`src/cisac_pkg.sv`:
```
`default_nettype none

package cisac_pkg;

    localparam int DEFAULT_MAX_PATTERN = 8;

    localparam int TEXT_W      = 8;
    localparam int CFG_DATA_W  = 64;
    localparam int LEN_W       = 4;
    localparam int COUNT_W     = 16;
    localparam int OUT_TDATA_W = 24;

    localparam logic [COUNT_W-1:0] COUNT_MAX = {COUNT_W{1'b1}};

    localparam int CFG_IDX_W = 1;
    localparam logic [CFG_IDX_W-1:0] CFG_PATTERN_BYTES  = 1'b0;
    localparam logic [CFG_IDX_W-1:0] CFG_PATTERN_LENGTH = 1'b1;

    localparam logic [CFG_DATA_W-1:0] PATTERN_BYTES_RESET  = '0;
    localparam logic [LEN_W-1:0]      PATTERN_LENGTH_RESET = 4'd1;

    localparam int QUEUE_DEPTH = 2;
    localparam int QUEUE_PTR_W = $clog2(QUEUE_DEPTH);
    localparam int QUEUE_CNT_W = $clog2(QUEUE_DEPTH + 1);

    localparam logic [TEXT_W-1:0] LOWER_A     = 8'h61;
    localparam logic [TEXT_W-1:0] LOWER_Z     = 8'h7A;
    localparam logic [TEXT_W-1:0] CASE_OFFSET = 8'h20;

    function automatic logic [TEXT_W-1:0] fold_upper(input logic [TEXT_W-1:0] c);
        logic [TEXT_W-1:0] r;
        r = c;
        if (c >= LOWER_A && c <= LOWER_Z) begin
            r = c - CASE_OFFSET;
        end
        return r;
    endfunction

endpackage

`default_nettype wire

```
`src/cisac_front.sv`:
```
`default_nettype none

module cisac_front #(
    parameter int MAX_PATTERN = cisac_pkg::DEFAULT_MAX_PATTERN,
    parameter int SEEN_W      = $clog2(MAX_PATTERN + 1),
    parameter int ENTRY_W     = 2 * MAX_PATTERN + SEEN_W + 1
) (
    input  wire logic [cisac_pkg::TEXT_W-1:0]     text_byte,
    input  wire logic                             text_end,
    input  wire logic [cisac_pkg::CFG_DATA_W-1:0] pattern_bytes,
    input  wire logic [cisac_pkg::LEN_W-1:0]      pattern_length,
    output logic      [ENTRY_W-1:0]               entry
);

    logic [cisac_pkg::TEXT_W-1:0] text_fold;
    logic [SEEN_W-1:0]            act_len;
    logic [MAX_PATTERN-1:0]       eq_mask;
    logic [MAX_PATTERN-1:0]       top_sel;

    always_comb begin
        if (pattern_length == '0) begin
            act_len = SEEN_W'(1);
        end else if (pattern_length > cisac_pkg::LEN_W'(MAX_PATTERN)) begin
            act_len = SEEN_W'(MAX_PATTERN);
        end else begin
            act_len = SEEN_W'(pattern_length);
        end
    end

    assign text_fold = cisac_pkg::fold_upper(text_byte);

    // one compare lane per pattern position
    always_comb begin
        for (int i = 0; i < MAX_PATTERN; i++) begin
            eq_mask[i] = (cisac_pkg::fold_upper(pattern_bytes[8*i +: 8]) == text_fold)
                         && (SEEN_W'(i) < act_len);
            top_sel[i] = (act_len == SEEN_W'(i + 1));
        end
    end

    assign entry = {text_end, act_len, top_sel, eq_mask};

endmodule

`default_nettype wire

```
`src/cisac_queue.sv`:
```
`default_nettype none

module cisac_queue #(
    parameter int DATA_W = 8
) (
    input  wire logic              aclk,
    input  wire logic              aresetn,
    input  wire logic              push_valid,
    output logic                   push_ready,
    input  wire logic [DATA_W-1:0] push_data,
    output logic                   pop_valid,
    input  wire logic              pop_ready,
    output logic      [DATA_W-1:0] pop_data
);

    logic [DATA_W-1:0] mem [cisac_pkg::QUEUE_DEPTH];

    logic [cisac_pkg::QUEUE_PTR_W-1:0] wr_ptr_reg, wr_ptr_next;
    logic [cisac_pkg::QUEUE_PTR_W-1:0] rd_ptr_reg, rd_ptr_next;
    logic [cisac_pkg::QUEUE_CNT_W-1:0] cnt_reg, cnt_next;

    logic push, pop;

    assign push_ready = (cnt_reg != cisac_pkg::QUEUE_CNT_W'(cisac_pkg::QUEUE_DEPTH));
    assign pop_valid  = (cnt_reg != '0);
    assign push       = push_valid && push_ready;
    assign pop        = pop_valid && pop_ready;
    assign pop_data   = mem[rd_ptr_reg];

    always_comb begin
        wr_ptr_next = wr_ptr_reg;
        rd_ptr_next = rd_ptr_reg;
        cnt_next    = cnt_reg;
        if (push) begin
            wr_ptr_next = (wr_ptr_reg == cisac_pkg::QUEUE_PTR_W'(cisac_pkg::QUEUE_DEPTH - 1))
                          ? '0 : wr_ptr_reg + 1'b1;
        end
        if (pop) begin
            rd_ptr_next = (rd_ptr_reg == cisac_pkg::QUEUE_PTR_W'(cisac_pkg::QUEUE_DEPTH - 1))
                          ? '0 : rd_ptr_reg + 1'b1;
        end
        if (push && !pop) begin
            cnt_next = cnt_reg + 1'b1;
        end else if (pop && !push) begin
            cnt_next = cnt_reg - 1'b1;
        end
    end

    always_ff @(posedge aclk) begin
        if (!aresetn) begin
            wr_ptr_reg <= '0;
            rd_ptr_reg <= '0;
            cnt_reg    <= '0;
        end else begin
            wr_ptr_reg <= wr_ptr_next;
            rd_ptr_reg <= rd_ptr_next;
            cnt_reg    <= cnt_next;
        end
    end

    always_ff @(posedge aclk) begin
        if (push) begin
            mem[wr_ptr_reg] <= push_data;
        end
    end

    a_cnt_bound: assert property (@(posedge aclk) disable iff (!aresetn)
        cnt_reg <= cisac_pkg::QUEUE_CNT_W'(cisac_pkg::QUEUE_DEPTH))
        else $error("queue count beyond depth");

    a_cnt_track: assert property (@(posedge aclk) disable iff (!aresetn)
        push && !pop |=> cnt_reg == $past(cnt_reg) + 1'b1)
        else $error("queue count missed a push");

    a_ptr_gap: assert property (@(posedge aclk) disable iff (!aresetn)
        cnt_reg == '0 |-> wr_ptr_reg == rd_ptr_reg)
        else $error("empty queue with pointers apart");

endmodule

`default_nettype wire

```
`src/cisac_back.sv`:
```
`default_nettype none

module cisac_back #(
    parameter int MAX_PATTERN = cisac_pkg::DEFAULT_MAX_PATTERN,
    parameter int SEEN_W      = $clog2(MAX_PATTERN + 1),
    parameter int ENTRY_W     = 2 * MAX_PATTERN + SEEN_W + 1
) (
    input  wire logic                          aclk,
    input  wire logic                          aresetn,
    input  wire logic                          entry_valid,
    output logic                               entry_ready,
    input  wire logic [ENTRY_W-1:0]            entry,
    output logic                               out_valid,
    input  wire logic                          out_ready,
    output logic                               out_match_here,
    output logic      [cisac_pkg::COUNT_W-1:0] out_match_total,
    output logic                               out_too_short,
    output logic                               out_last
);

    logic [MAX_PATTERN-1:0] eq_mask, top_sel;
    logic [SEEN_W-1:0]      act_len;
    logic                   last;

    logic [MAX_PATTERN-1:0]        prefix_reg, prefix_next;
    logic [cisac_pkg::COUNT_W-1:0] count_reg, count_next;
    logic [SEEN_W-1:0]             seen_reg, seen_next;

    logic                          valid_reg, valid_next;
    logic                          hit_reg;
    logic [cisac_pkg::COUNT_W-1:0] total_reg;
    logic                          short_reg;
    logic                          last_reg;

    logic pop, hit, short_flag;

    assign {last, act_len, top_sel, eq_mask} = entry;

    assign entry_ready = !valid_reg || out_ready;
    assign pop         = entry_valid && entry_ready;

    // shift-and step
    always_comb begin
        prefix_next = MAX_PATTERN'({prefix_reg, 1'b1});
        prefix_next = prefix_next & eq_mask;
        hit         = |(prefix_next & top_sel);
        count_next  = (hit && count_reg != cisac_pkg::COUNT_MAX) ? count_reg + 1'b1 : count_reg;
        seen_next   = (seen_reg == SEEN_W'(MAX_PATTERN)) ? seen_reg : seen_reg + 1'b1;
        short_flag  = last && (seen_next < act_len);
    end

    assign valid_next = pop ? 1'b1 : (out_ready ? 1'b0 : valid_reg);

    always_ff @(posedge aclk) begin
        if (!aresetn) begin
            prefix_reg <= '0;
            count_reg  <= '0;
            seen_reg   <= '0;
            valid_reg  <= 1'b0;
        end else begin
            valid_reg <= valid_next;
            if (pop) begin
                if (last) begin
                    prefix_reg <= '0;
                    count_reg  <= '0;
                    seen_reg   <= '0;
                end else begin
                    prefix_reg <= prefix_next;
                    count_reg  <= count_next;
                    seen_reg   <= seen_next;
                end
            end
        end
    end

    always_ff @(posedge aclk) begin
        if (pop) begin
            hit_reg   <= hit;
            total_reg <= count_next;
            short_reg <= short_flag;
            last_reg  <= last;
        end
    end

    assign out_valid       = valid_reg;
    assign out_match_here  = hit_reg;
    assign out_match_total = total_reg;
    assign out_too_short   = short_reg;
    assign out_last        = last_reg;

    a_short_no_hit: assert property (@(posedge aclk) disable iff (!aresetn)
        valid_reg && short_reg |-> !hit_reg)
        else $error("too-short result with a match");

    a_short_on_last: assert property (@(posedge aclk) disable iff (!aresetn)
        valid_reg && short_reg |-> last_reg)
        else $error("too-short flag on a beat that is not last");

    a_hit_counted: assert property (@(posedge aclk) disable iff (!aresetn)
        valid_reg && hit_reg |-> total_reg != '0)
        else $error("match with zero total");

    a_clear_after_last: assert property (@(posedge aclk) disable iff (!aresetn)
        pop && last |=> prefix_reg == '0 && count_reg == '0 && seen_reg == '0)
        else $error("state not cleared after last beat");

endmodule

`default_nettype wire

```
`src/case_insensitive_shift_and_count_unit.sv`:
```
`default_nettype none

// Case-insensitive shift-and occurrence counter.
// Configuration: write cfg_index 0 for the pattern bytes (position 0 in the
// lowest byte) and cfg_index 1 for the pattern length; cfg_ready is always
// high. Write only while no text is in flight.
// Input stream: one text byte per beat in s_axis_tdata[7:0], s_axis_tlast
// marks the final byte of a text. Each input beat yields exactly one output
// beat: match flag, running saturating count, too-short flag and tlast.
// An accepted beat passes the queue and the back's output register before it
// shows on m_axis. Throughput is one beat per cycle while m_axis_tready is
// high; the front folds case and builds the per-position match mask, the
// back applies the shift-and update, and a two-entry queue sits between them.
// When the receiver stalls, the output register holds its beat and the
// queue absorbs two more before s_axis_tready drops.
// Reset clears the match state, the count, the queue and the output valid,
// and returns the pattern to zero with length one.

module case_insensitive_shift_and_count_unit #(
    parameter int MAX_PATTERN = cisac_pkg::DEFAULT_MAX_PATTERN
) (
    input  wire logic                               aclk,
    input  wire logic                               aresetn,
    input  wire logic                               s_axis_tvalid,
    output logic                                    s_axis_tready,
    input  wire logic [cisac_pkg::TEXT_W-1:0]       s_axis_tdata,  // text_byte
    input  wire logic                               s_axis_tlast,
    output logic                                    m_axis_tvalid,
    input  wire logic                               m_axis_tready,
    // match_here [0], match_total [16:1], too_short [17], zero [23:18]
    output logic      [cisac_pkg::OUT_TDATA_W-1:0]  m_axis_tdata,
    output logic                                    m_axis_tlast,
    input  wire logic                               cfg_valid,
    output logic                                    cfg_ready,
    input  wire logic [cisac_pkg::CFG_IDX_W-1:0]    cfg_index,
    input  wire logic [cisac_pkg::CFG_DATA_W-1:0]   cfg_data
);

    localparam int SEEN_W  = $clog2(MAX_PATTERN + 1);
    localparam int ENTRY_W = 2 * MAX_PATTERN + SEEN_W + 1;

    logic [cisac_pkg::CFG_DATA_W-1:0] pattern_bytes_reg;
    logic [cisac_pkg::LEN_W-1:0]      pattern_length_reg;

    logic [ENTRY_W-1:0] front_entry, queue_entry;
    logic               queue_valid, back_ready;

    logic                          out_match_here, out_too_short;
    logic [cisac_pkg::COUNT_W-1:0] out_match_total;

    assign cfg_ready = 1'b1;

    always_ff @(posedge aclk) begin
        if (!aresetn) begin
            pattern_bytes_reg  <= cisac_pkg::PATTERN_BYTES_RESET;
            pattern_length_reg <= cisac_pkg::PATTERN_LENGTH_RESET;
        end else if (cfg_valid && cfg_ready) begin
            case (cfg_index)
                cisac_pkg::CFG_PATTERN_BYTES: begin
                    pattern_bytes_reg <= cfg_data;
                end
                cisac_pkg::CFG_PATTERN_LENGTH: begin
                    pattern_length_reg <= cfg_data[cisac_pkg::LEN_W-1:0];
                end
                default: begin
                end
            endcase
        end
    end

    cisac_front #(
        .MAX_PATTERN (MAX_PATTERN),
        .SEEN_W      (SEEN_W),
        .ENTRY_W     (ENTRY_W)
    ) u_front (
        .text_byte      (s_axis_tdata),
        .text_end       (s_axis_tlast),
        .pattern_bytes  (pattern_bytes_reg),
        .pattern_length (pattern_length_reg),
        .entry          (front_entry)
    );

    cisac_queue #(
        .DATA_W (ENTRY_W)
    ) u_queue (
        .aclk       (aclk),
        .aresetn    (aresetn),
        .push_valid (s_axis_tvalid),
        .push_ready (s_axis_tready),
        .push_data  (front_entry),
        .pop_valid  (queue_valid),
        .pop_ready  (back_ready),
        .pop_data   (queue_entry)
    );

    cisac_back #(
        .MAX_PATTERN (MAX_PATTERN),
        .SEEN_W      (SEEN_W),
        .ENTRY_W     (ENTRY_W)
    ) u_back (
        .aclk            (aclk),
        .aresetn         (aresetn),
        .entry_valid     (queue_valid),
        .entry_ready     (back_ready),
        .entry           (queue_entry),
        .out_valid       (m_axis_tvalid),
        .out_ready       (m_axis_tready),
        .out_match_here  (out_match_here),
        .out_match_total (out_match_total),
        .out_too_short   (out_too_short),
        .out_last        (m_axis_tlast)
    );

    assign m_axis_tdata = {
        (cisac_pkg::OUT_TDATA_W - cisac_pkg::COUNT_W - 2)'(0),
        out_too_short,
        out_match_total,
        out_match_here
    };

endmodule

`default_nettype wire

```
`config.mk`:
```
export PLATFORM = sky130hd
export DESIGN_NAME = case_insensitive_shift_and_count_unit
export DESIGN_NICKNAME = d
export VERILOG_FILES = /design/src/cisac_pkg.sv /design/src/cisac_front.sv /design/src/cisac_queue.sv /design/src/cisac_back.sv /design/src/case_insensitive_shift_and_count_unit.sv
export SDC_FILE = /design/constraint.sdc
export NUM_CORES = 1
export LEC_CHECK = 0
export BUFFER_PORTS_ARGS = -buffer_cell sky130_fd_sc_hd__buf_2
export CAP_MARGIN = 20
export CORE_ASPECT_RATIO = 0.5
export CORE_MARGIN = 10
export CORE_UTILIZATION = 51
export DETAILED_ROUTE_END_ITERATION = 12
export GPL_TIMING_DRIVEN = 1
export PLACE_DENSITY = 0.76
export SLEW_MARGIN = 15
export SYNTH_ARGS = -nofsm -noshare
export SYNTH_HDL_FRONTEND = slang
export SYNTH_SLANG_ARGS = --single-unit
```
`constraint.sdc`:
```
create_clock -name aclk -period 3.4 [get_ports aclk]
set_input_delay 0.17 -clock aclk [delete_from_list [all_inputs] [get_ports aclk]]
set_output_delay 0.17 -clock aclk [all_outputs]
set_load 0.01 [all_outputs]
```
# Word-level counts from Yosys, hierarchy flattened
# Memories as Yosys holds them, arrays and structs flattened. A register that Yosys moved wholly into a read port is not among the register bits.
# Index checks and enable logic that the tools add are counted.
word_totals:
  register_bits: 119
  ramBits: 42
  out_inout_bits: 28
  wordCells: 139
  mem_count: 1
op_classes:
  addsub: 15
  magnitude_cmp: 28
  n_eq_ne: 19
  muxes: 26
  bitwise: 3
  reduce_logical: 34
memory_table:
  columns: ["memory", "words", "width", "rd", "rd_ports_with_merged_regs", "write_ports", "line_no", "source"]
  rows:
  - ["u_queue.mem", 2, 21, 1, 1, 1, "cisac_queue.sv:16", "logic [DATA_W-1:0] mem [cisac_pkg::QUEUE_DEPTH];"]
ops:
  columns: ["operator", "n"]
  rows:
  - ["greater-or-equal comparator 8 x 7 -> 1 bit (second input constant)", 9]
  - ["less-or-equal comparator 8 x 7 -> 1 bit (second input constant)", 9]
  - ["two-way mux 8 bit", 9]
  - ["subtractor 8 x 6 -> 8 bit (second input constant)", 9]
  - ["== test 8 bit", 8]
  - ["two-way mux 16 bit", 2]
  - ["logical AND 1 bit", 23]
  - ["adder 16 x 1 -> 16 bit (second input constant)", 1]
  - ["bitwise AND 8 bit", 2]
  - ["== test 4 x 3 -> 1 bit (second input constant)", 4]
  - ["less-than comparator 3 x 4 -> 1 bit (first input constant)", 4]
  - ["two-way mux 4 bit", 4]
  - ["inequality test 16 bit (second input constant)", 1]
  - ["== test 4 x 2 -> 1 bit (second input constant)", 2]
  - ["== test 4 bit (second input constant)", 2]
  - ["less-than comparator 1 x 4 -> 1 bit (first input constant)", 2]
  - ["less-than comparator 2 x 4 -> 1 bit (first input constant)", 2]
  - ["two-way mux 1 bit", 8]
  - ["OR reduction 8 bit", 1]
  - ["two-way mux 7 bit", 1]
  - ["nonzero test 2 bit", 3]
  - ["adder 4 x 1 -> 4 bit (second input constant)", 1]
  - ["== test 4 x 1 -> 1 bit (second input constant)", 1]
  - ["greater-than comparator 4 bit (second input constant)", 1]
  - ["11 further kinds", 16]

# Longest topological paths before layout
# Gate-level depths: netlist of run 1.
logic_depth:
  depth_word: 6
  depth_mapped: 9

# By module
# From an unflattened synthesis of run 1, not the netlist that was laid out.
unflattened:
  cells_unflattened: 939
  hier_area_um2: 9014.9
by_module_without_submodules:
  columns: ["module", "n_inst", "cells_per_inst", "area_per_inst_um2", "seq_area_each_um2"]
  rows:
  - ["case_insensitive_shift_and_count_unit", 1, 305, 2862.7, 1361.3]
  - ["cisac_back", 1, 273, 2506.2, 1131.1]
  - ["cisac_front", 1, 272, 1895.6, 0.0]
  - ["cisac_queue", 1, 89, 1750.4, 1361.3]

# Worst setup path before layout of run 1
# OpenSTA, ideal clock, no wires.
synth_timing:
  path_type: "reg2reg"
  from: "reg u_back.valid_reg, in the netlist u_back.out_valid"
  to: "reg u_queue.cnt_reg[1] in the netlist's numbering"
  arrival_ps: 2078
  setup_slack_ps: 1251
  path_stages_with_launch: 8
  path_cell_list: "dfxtp_1 nor2b_1 or2_2 clkbuf_1 clkbuf_1 ha_1 or3_1 a21oi_1"
synth_between:
  elab_chain_len: 6
  word_cells_on_any_way: 8
  cone_classes: "mux (1); reduce/logical (7)"
synth_lines:
  columns: ["item", "line_no", "source"]
  rows:
  - ["start, declared", "cisac_back.sv:29", "logic valid_reg, valid_next;"]
  - ["start signal, assigned", "cisac_back.sv:61", "valid_reg <= valid_next;"]
  - ["logical NOT 1 bit *", "cisac_back.sv:39", "assign entry_ready = !valid_reg || out_ready;"]
  - ["logical OR 1 bit *", "cisac_back.sv:39", null]
  - ["logical AND 1 bit *", "cisac_queue.sv:27", "assign pop = pop_valid && pop_ready;"]
  - ["logical NOT 1 bit", "cisac_queue.sv:42", "if (push && !pop) begin"]
  - ["logical AND 1 bit", "cisac_queue.sv:42", null]
  - ["two-way mux 2 bit / nonzero test 2 bit (equally long branches)", null, null]
  - ["end signal, assigned", "cisac_queue.sv:57", "cnt_reg <= cnt_next;"]
  - ["end, declared", "cisac_queue.sv:20", "logic [cisac_pkg::QUEUE_CNT_W-1:0] cnt_reg, cnt_next;"]
# Mark *: on every way between the ends. The rest lies on a longest branch, timed or not.
# A chain may end at the register's enable or synchronous reset.

==> metrics.log, run 1 <==
[metrics] primary flip-flop cell chosen by synthesis mapping: sky130_fd_sc_hd__dfxtp_1
[metrics] combinational power share: a little over a fifth
[metrics] Max Used Layer: met4
[metrics] CTS Root Buffer Type: sky130_fd_sc_hd__clkbuf_16
[metrics] met1 wire length: roughly 9200 um
[metrics] H-tree depth: 4
[metrics] total length of routed wires: 20700 um
[metrics] count of different cell masters after synthesis: between 70 and 80
[metrics] fin crit share: 70.7%
[metrics] number of enable flip-flop cells after synthesis: 61
[metrics] series of cell instances along the critical path: nand3b_1 -> a21boi_0 -> a2111o_1 -> nor2b_2 -> inv_2 -> nand2_1 -> mux2_2
[metrics] multi-input logic area: roughly 4000 um2
[metrics] final slew viol count: 0
[metrics] antenna violations before repair: 0
[metrics] total routing resource utilization after global routing: approximately a fifth
[metrics] sequential element share of the synthesized area: 46.7%
[metrics] async set or reset register ratio after synthesis: 0%
[metrics] post-synthesis area per instance: 9.09 um2
[metrics] area share of the leading cell type in the synthesized netlist: ~24%
[metrics] proportion of power drawn by flip-flops and latches: between 40% and 50%
[metrics] clock transition at the register clock pins on the worst setup and hold paths after CTS: 60 ps
[metrics] number of buffer and inverter stages on the critical path: 1
[metrics] source-to-sink clock delay at the later pin of the worst-skew pair: between 400 and 500 ps
[metrics] number of register bits inferred by synthesis: ~160
[metrics] kind of critical path: flip-flop to flip-flop
[metrics] global-route congestion overflow total: 0
[metrics] core outline area: between 15000 and 20000 um2
[metrics] post-synthesis instance total: around 910
[metrics] outcome: completed
[metrics] total standard cell area after synthesis: just over 8000 um2
[metrics] Max VDD drop: about 0.42 mV
[metrics] average wire per cell in the routed design: 16.4 um
[metrics] Site Rows: 32
[metrics] global-route wire length before repair: ~34000 um
[metrics] setup repair after global routing missed its margin: false
[metrics] post-route clock skew: just under 10 ps
[metrics] Sinks on Clock Net: 162
[metrics] data arrival time of the critical path: 2580 ps
[metrics] endpoints failing hold: 0
[metrics] CTS Buffer Depth: 2
[metrics] number of failing setup endpoints in the final timing report: 0
[metrics] Top Family by Delay on Critical Path: flip-flops
[metrics] fraction of layout cells with a size suffix above 1: 16.4%
[metrics] first-iteration detailed-routing DRC count: roughly 420
[metrics] Min-Delay Path Class: primary input to flip-flop
[metrics] Warnings, synthesis: 0
[metrics] maximum fanout count along the critical path: 19
[metrics] maxcap violations: 0
[metrics] number of I/O port buffers: between 90 and 100
[metrics] post-cts repair resize count: 0
[metrics] part of the power in the clock network: between 30 and 40%
[metrics] number of nets in the final layout: ~1100
[metrics] P&R area growth vs syn: 20.7%
[metrics] Achievable Freq: about 420 MHz
[metrics] Final Hold Slack: about 5.3 ps
[metrics] PwrDens: about 560 nW/um2
[metrics] Routed met3 length: approximately 1100 um
[metrics] most frequent standard cell in the layout excluding fill and tap cells: sky130_fd_sc_hd__nand2_1
[metrics] routed wire length on met2: 10100 um
[metrics] slowest CP cell: sky130_fd_sc_hd__dfxtp_1
[metrics] startpoint type of the worst setup path: flip-flop
[metrics] detailed-route via count: 6989
[metrics] DIE AREA: around 22000 um2
[metrics] internal power: 3850 uW
[metrics] die span in y: roughly 110 um
[metrics] number of top-level design ports: between 100 and 150
[metrics] max FFs per register: between 60 and 70
[metrics] Detail Placement HPWL: between 10000 and 15000 um
[metrics] DRC violation count after routing: 0
[metrics] library cell occupying the most area in the post-synthesis netlist: sky130_fd_sc_hd__dfxtp_1
[metrics] slew at the pin closest to its max-slew limit: 962 ps
[metrics] switching component of the power: 1710 uW
[metrics] crit path capture type: flip-flop
[metrics] total instance count after detailed placement: around 1200
[metrics] TritonCTS clock tree: built
[metrics] Sw Share: a little under a third
[metrics] Crit path required time: roughly 3600 ps
[metrics] final estimated routing congestion in global placement: ~0.85
[metrics] delay of the slowest critical-path stage: 680 ps
[metrics] filler cell count: between 1000 and 1500
[metrics] non-filler instance count after layout: 1260
[metrics] post-detailed-route via-to-cell ratio: around 5.5
[metrics] post-detailed-route count of antenna-violating nets: 0
[metrics] Initial Utilization: between 50% and 60%
[metrics] leading post-synthesis cells by cell area: sky130_fd_sc_hd__dfxtp_1 (24%), sky130_fd_sc_hd__edfxtp_1 (22%), sky130_fd_sc_hd__nand2_1 (8.2%)
[metrics] via count of the first global-routing pass: roughly 6900
[metrics] tightest slew margin relative to the limit: 35.9%
[metrics] leakage power figure: between 0.003 and 0.004 uW
[metrics] area occupied by registers: a little under 4000 um2
[metrics] aggregate negative setup slack: 0 ps
[metrics] time the worst path needs with I/O delays and setup: approximately 2400 ps
[metrics] die outline width: around 200 um
[metrics] number of detailed-routing iterations run before antenna repair: 5
[metrics] maximum number of pins on one net before global-route repair: 85
[metrics] clock buffers created by TritonCTS: 17
[metrics] ANT cells: 0
[metrics] commonest cells after routing, fill and taps aside: sky130_fd_sc_hd__nand2_1 (180), sky130_fd_sc_hd__dfxtp_1 (101), sky130_fd_sc_hd__buf_2 (99), sky130_fd_sc_hd__a21oi_1 (91), sky130_fd_sc_hd__edfxtp_1 (61)
[power by group through the flow]
stage	Combinational [uW]	Sequential [uW]	Clock [uW]
floorplan	775	2520	0
global placement	1090	2520	0
detailed placement	1120	2530	0
CTS	1180	2490	1920
global route	1310	2520	1990
finish	1180	2490	1890
[Yosys cell counts (3+ instances only)]
master	instances
sky130_fd_sc_hd__nand2_1	180
sky130_fd_sc_hd__dfxtp_1	101
sky130_fd_sc_hd__a21oi_1	91
sky130_fd_sc_hd__edfxtp_1	61
sky130_fd_sc_hd__nand3_1	45
sky130_fd_sc_hd__nor2_1	42
sky130_fd_sc_hd__xor2_1	41
sky130_fd_sc_hd__xnor2_1	39
sky130_fd_sc_hd__clkbuf_1	32
sky130_fd_sc_hd__inv_1	31
sky130_fd_sc_hd__nor3_1	23
sky130_fd_sc_hd__ha_1	16
sky130_fd_sc_hd__a31oi_1	14
sky130_fd_sc_hd__o21ai_0	14
sky130_fd_sc_hd__buf_4	11
sky130_fd_sc_hd__mux2_2	11
sky130_fd_sc_hd__mux2i_1	10
sky130_fd_sc_hd__nor4_1	10
sky130_fd_sc_hd__a32oi_1	9
sky130_fd_sc_hd__nand4_1	9
sky130_fd_sc_hd__and3_1	7
sky130_fd_sc_hd__buf_6	7
sky130_fd_sc_hd__a2bb2oi_1	6
sky130_fd_sc_hd__nand2b_1	6
sky130_fd_sc_hd__nor2b_1	6
sky130_fd_sc_hd__buf_2	5
sky130_fd_sc_hd__o211ai_1	5
sky130_fd_sc_hd__or4_1	5
sky130_fd_sc_hd__a211oi_1	3
sky130_fd_sc_hd__a22oi_1	3
sky130_fd_sc_hd__a41oi_1	3
sky130_fd_sc_hd__and2_1	3
sky130_fd_sc_hd__nand3b_1	3
sky130_fd_sc_hd__o31ai_1	3
sky130_fd_sc_hd__or3_1	3
[stage by stage]
step	worst slack (ps)	utilization (%)	total power (uW)	instance area, um2
4_1_cts	1020	63.8	5590	9960
6_report	998	63.8	5560	9960
2_1_floorplan	1250	-	3290	8270
3_3_place_gp	956	56.2	3610	8770
5_1_grt	810	63.8	5810	9960
3_5_place_dp	795	56.3	3650	8790
[kinds of logic (layout without fill, tap and decap cells)]
logic type / Yosys count / count (layout) / share of synthesized area [%]
adders and majority gates: 16 / 16 / 2.43
and+or+nand+nor: 357 / 357 / 20.0
xor gates and xnor gates: 82 / 82 / 8.88
buffers and inverters: 91 / 234 / 5.56
muxes: 21 / 21 / 2.71
DFF: 162 / 162 / 46.7
other: 2 / 7 / 0.0910
AOI/OAI and AO/OA: 177 / 177 / 13.6
[per-layer routing]
metal  vias up  global-route usage (%)
met3        32                    4.39
met2       200                    33.0
met4         0                    6.66
met1      3327                    22.9
li1       3430                       -
met5         -                       0
[worst register-to-register path: cells and delay by family (launching register included)]
kind / cells / cell delay [ps]
AOI/OAI and AO/OA: 2 / 480
buffers and inverters: 1 / 160
DFF: 1 / 680
muxes: 1 / 350
and+or+nand+nor: 3 / 480
[final timing paths]
path	endpoint	slack, ps	start	cells after the start
setup / recovery	u_back.out_match_total[1]	1000	flip-flop	7
setup reg to reg	u_back.out_match_total[1]	1000	flip-flop	7
hold reg to reg	pattern_bytes_reg[15]	480	pattern_bytes_reg[15]	2
hold / removal	pattern_bytes_reg[49]	5	cfg_data[49]	3
[final cells by class]
| cell class | instances | share of cell area (%) |
|---|---|---|
| inverter | 33 | 1.24 |
| multi-input combinational | 660 | 39.8 |
| timing repair buffer | 169 | 11.9 |
| clock buffer | 19 | 4.56 |
| clock inverter | 13 | 1.24 |
| tap | 204 | 2.56 |
| sequential | 162 | 38.7 |
[repair_timing]
item,in CTS,in global routing
hold buffers,59,0
hold endpoints to repair,60,0
buffers inserted,0,0
(Power assumes the default switching activity.)
==> run 2, diff against run 1 <==
- clock period: 3.4 -> 2.42 ns (I/O delays scaled with it)
==> metrics.log, run 2 (synthesis gave the netlist of run 1 again) <==
[metrics] outcome: completed
[metrics] Achievable Freq: 473 MHz
[metrics] number of nets in the final layout: ~1200
[metrics] H-tree depth: 4
[metrics] multi-input logic area: about 4000 um2
[metrics] average wire per cell in the routed design: around 17 um
[metrics] source-to-sink clock delay at the later pin of the worst-skew pair: roughly 430 ps
[metrics] Crit path required time: about 2800 ps
[metrics] total instance count after detailed placement: approximately 1200
[metrics] maximum fanout count along the critical path: 10
[metrics] via count of the first global-routing pass: approximately 7300
[metrics] Sinks on Clock Net: about 160
[metrics] total routing resource utilization after global routing: between 20% and 30%
[metrics] post-detailed-route via-to-cell ratio: 5.60
[metrics] data arrival time of the critical path: roughly 2500 ps
[metrics] global-route wire length before repair: roughly 35000 um
[metrics] die outline width: roughly 200 um
[metrics] PwrDens: 780 nW/um2
[metrics] number of detailed-routing iterations run before antenna repair: 5
[metrics] leakage power figure: a little under 0.004 uW
[metrics] post-detailed-route count of antenna-violating nets: 0
[metrics] Min-Delay Path Class: primary input to flip-flop
[metrics] worst setup path startpoint: u_back.count_reg[0]
[metrics] aggregate negative setup slack: 0 ps
[metrics] fin crit share: between 80% and 90%
[metrics] Detail Placement HPWL: about 15000 um
[metrics] DIE AREA: 22000 um2
[metrics] crit path capture type: flip-flop
[metrics] final estimated routing congestion in global placement: 0.837
[metrics] slew at the pin closest to its max-slew limit: just over 600 ps
[metrics] number of buffer and inverter stages on the critical path: 0
[metrics] die span in y: about 110 um
[metrics] global-route congestion overflow total: 0
[metrics] commonest cells after routing, fill and taps aside: sky130_fd_sc_hd__nand2_1 (180), sky130_fd_sc_hd__dfxtp_1 (100), sky130_fd_sc_hd__buf_2 (99), sky130_fd_sc_hd__a21oi_1 (91), sky130_fd_sc_hd__dlygate4sd3_1 (65)
[metrics] fraction of layout cells with a size suffix above 1: between 10% and 20%
[metrics] TritonCTS clock tree: built
[metrics] detailed-route via count: 7213
[metrics] number of top-level design ports: 107
[metrics] setup repair after global routing missed its margin: false
[metrics] antenna violations before repair: 1
[metrics] number of failing setup endpoints in the final timing report: 0
[metrics] max FFs per register: between 60 and 70
[metrics] non-filler instance count after layout: around 1300
[metrics] CTS Buffer Depth: 2
[metrics] maximum number of pins on one net before global-route repair: 56
[metrics] internal reg-to-reg setup slack: around 300 ps
[metrics] number of buffers inserted to repair setup after CTS: 0
[metrics] P&R area growth vs syn: 23.4%
[metrics] number of cells on the critical path: 7
[metrics] total length of routed wires: 21700 um
[metrics] FF-to-FF End: u_back.count_reg[3]
[metrics] delay of the slowest critical-path stage: ~510 ps
[metrics] series of cell instances along the critical path: ha_1 -> and2_1 -> and2_4 -> nand2_2 -> nand2_1 -> or4_1 -> a31oi_1
[metrics] reg-to-reg startpoint: u_back.count_reg[0]
[metrics] Site Rows: 32
[metrics] number of I/O port buffers: 99
[metrics] endpoints failing hold: 0
[metrics] clock buffers created by TritonCTS: 17
[metrics] startpoint type of the worst setup path: flip-flop
[metrics] DRC violation count after routing: 0
[metrics] core outline area: 15600 um2
[metrics] first-iteration detailed-routing DRC count: about 440
[metrics] filler cell count: roughly 1200
[metrics] kind of critical path: flip-flop to flip-flop
[metrics] Max VDD drop: 0.571 mV
[metrics] tightest slew margin relative to the limit: about three fifths
[metrics] post-route cell area: approximately 10000 um2
[metrics] slowest CP cell: sky130_fd_sc_hd__or4_1
[metrics] area occupied by registers: slightly below 4000 um2
[metrics] DP Area: a little under 9000 um2
[metrics] most frequent standard cell in the layout excluding fill and tap cells: sky130_fd_sc_hd__nand2_1
[metrics] Top Family by Delay on Critical Path: simple AND/OR/NAND/NOR gates
[metrics] clock transition at the register clock pins on the worst setup and hold paths after CTS: ~80 ps
[metrics] Initial Utilization: around 53%
[metrics] R2R depth: 7
[metrics] final slew viol count: 0
[metrics] time the worst path needs with I/O delays and setup: 2110 ps
[metrics] maxcap violations: 0
[metrics] CTS Root Buffer Type: sky130_fd_sc_hd__clkbuf_16
[metrics] CP Capture Point: u_back.count_reg[3]
[metrics] post-route clock skew: 11.8 ps
==> run 2: layout make-up <==
type                       count  area share [%]
clock inverter                15            1.50
sequential                   162            37.8
multi-input combinational    660            39.0
tap                          204            2.51
antenna                        1          0.0246
timing repair buffer         195            13.8
clock buffer                  17            4.18
inverter                      33            1.22
==> run 2: layer usage <==
metal | wire length, um | global-route usage [%] | part of all wire, %
met5 | 0 | 0 | 0
met4 | 433 | 8.16 | 2.0
met3 | 1250 | 4.09 | 5.8
met2 | 10800 | 35.7 | 49
met1 | 9290 | 23.4 | 43
==> run 2: through the flow <==
| stage | setup slack [ps] | hold slack (ps) | utilization, % | power [uW] |
|---|---|---|---|---|
| 2_1_floorplan | 271 | 220 | - | 4630 |
| 3_3_place_gp | 336 | 312 | 57.3 | 5180 |
| 3_5_place_dp | 173 | 315 | 57.3 | 5240 |
| 4_1_cts | 188 | 6.39 | 65.2 | 7970 |
| 5_1_grt | 85.9 | 23.6 | 65.2 | 8300 |
| 6_report | 307 | 10.7 | 65.2 | 7950 |
==> run 2: worst min-delay path by stage <==
stage / from / endpoint / slack, ps / depth (start not counted)
final: cfg_valid / pattern_length_reg[3] / 10 / 3
after global routing: cfg_valid / pattern_length_reg[3] / 20 / 3
after detailed placement: s_axis_tlast / u_queue.mem[1][20] / 310 / 1
after CTS: cfg_valid / pattern_length_reg[3] / 6 / 3
after floorplan: s_axis_tlast / u_queue.mem[0][20] / 220 / 0
after global placement: s_axis_tlast / u_queue.mem[0][20] / 310 / 1
==> run 2: power by group <==
group	leakage (uW)	internal (uW)	total, uW	switching [uW]
Sequential	0.00141	3260	3480	219
Combinational	0.00224	727	1800	1080
Clock	0.000284	1450	2670	1220
==> run 2: what timing repair did <==
item                                    in CTS  in global routing
endpoints found under the setup margin       0                  1
resized for setup                            0                  1
hold endpoints to repair                    70                  0
hold buffers                                65                  0
==> run 2: worst register-to-register path, stage by stage, from the launching register on <==
cell,delay (ps)
sky130_fd_sc_hd__dfxtp_1,380
sky130_fd_sc_hd__ha_1,280
sky130_fd_sc_hd__and2_1,190
sky130_fd_sc_hd__and2_4,170
sky130_fd_sc_hd__nand2_2,160
sky130_fd_sc_hd__nand2_1,190
sky130_fd_sc_hd__or4_1,510
sky130_fd_sc_hd__a31oi_1,170
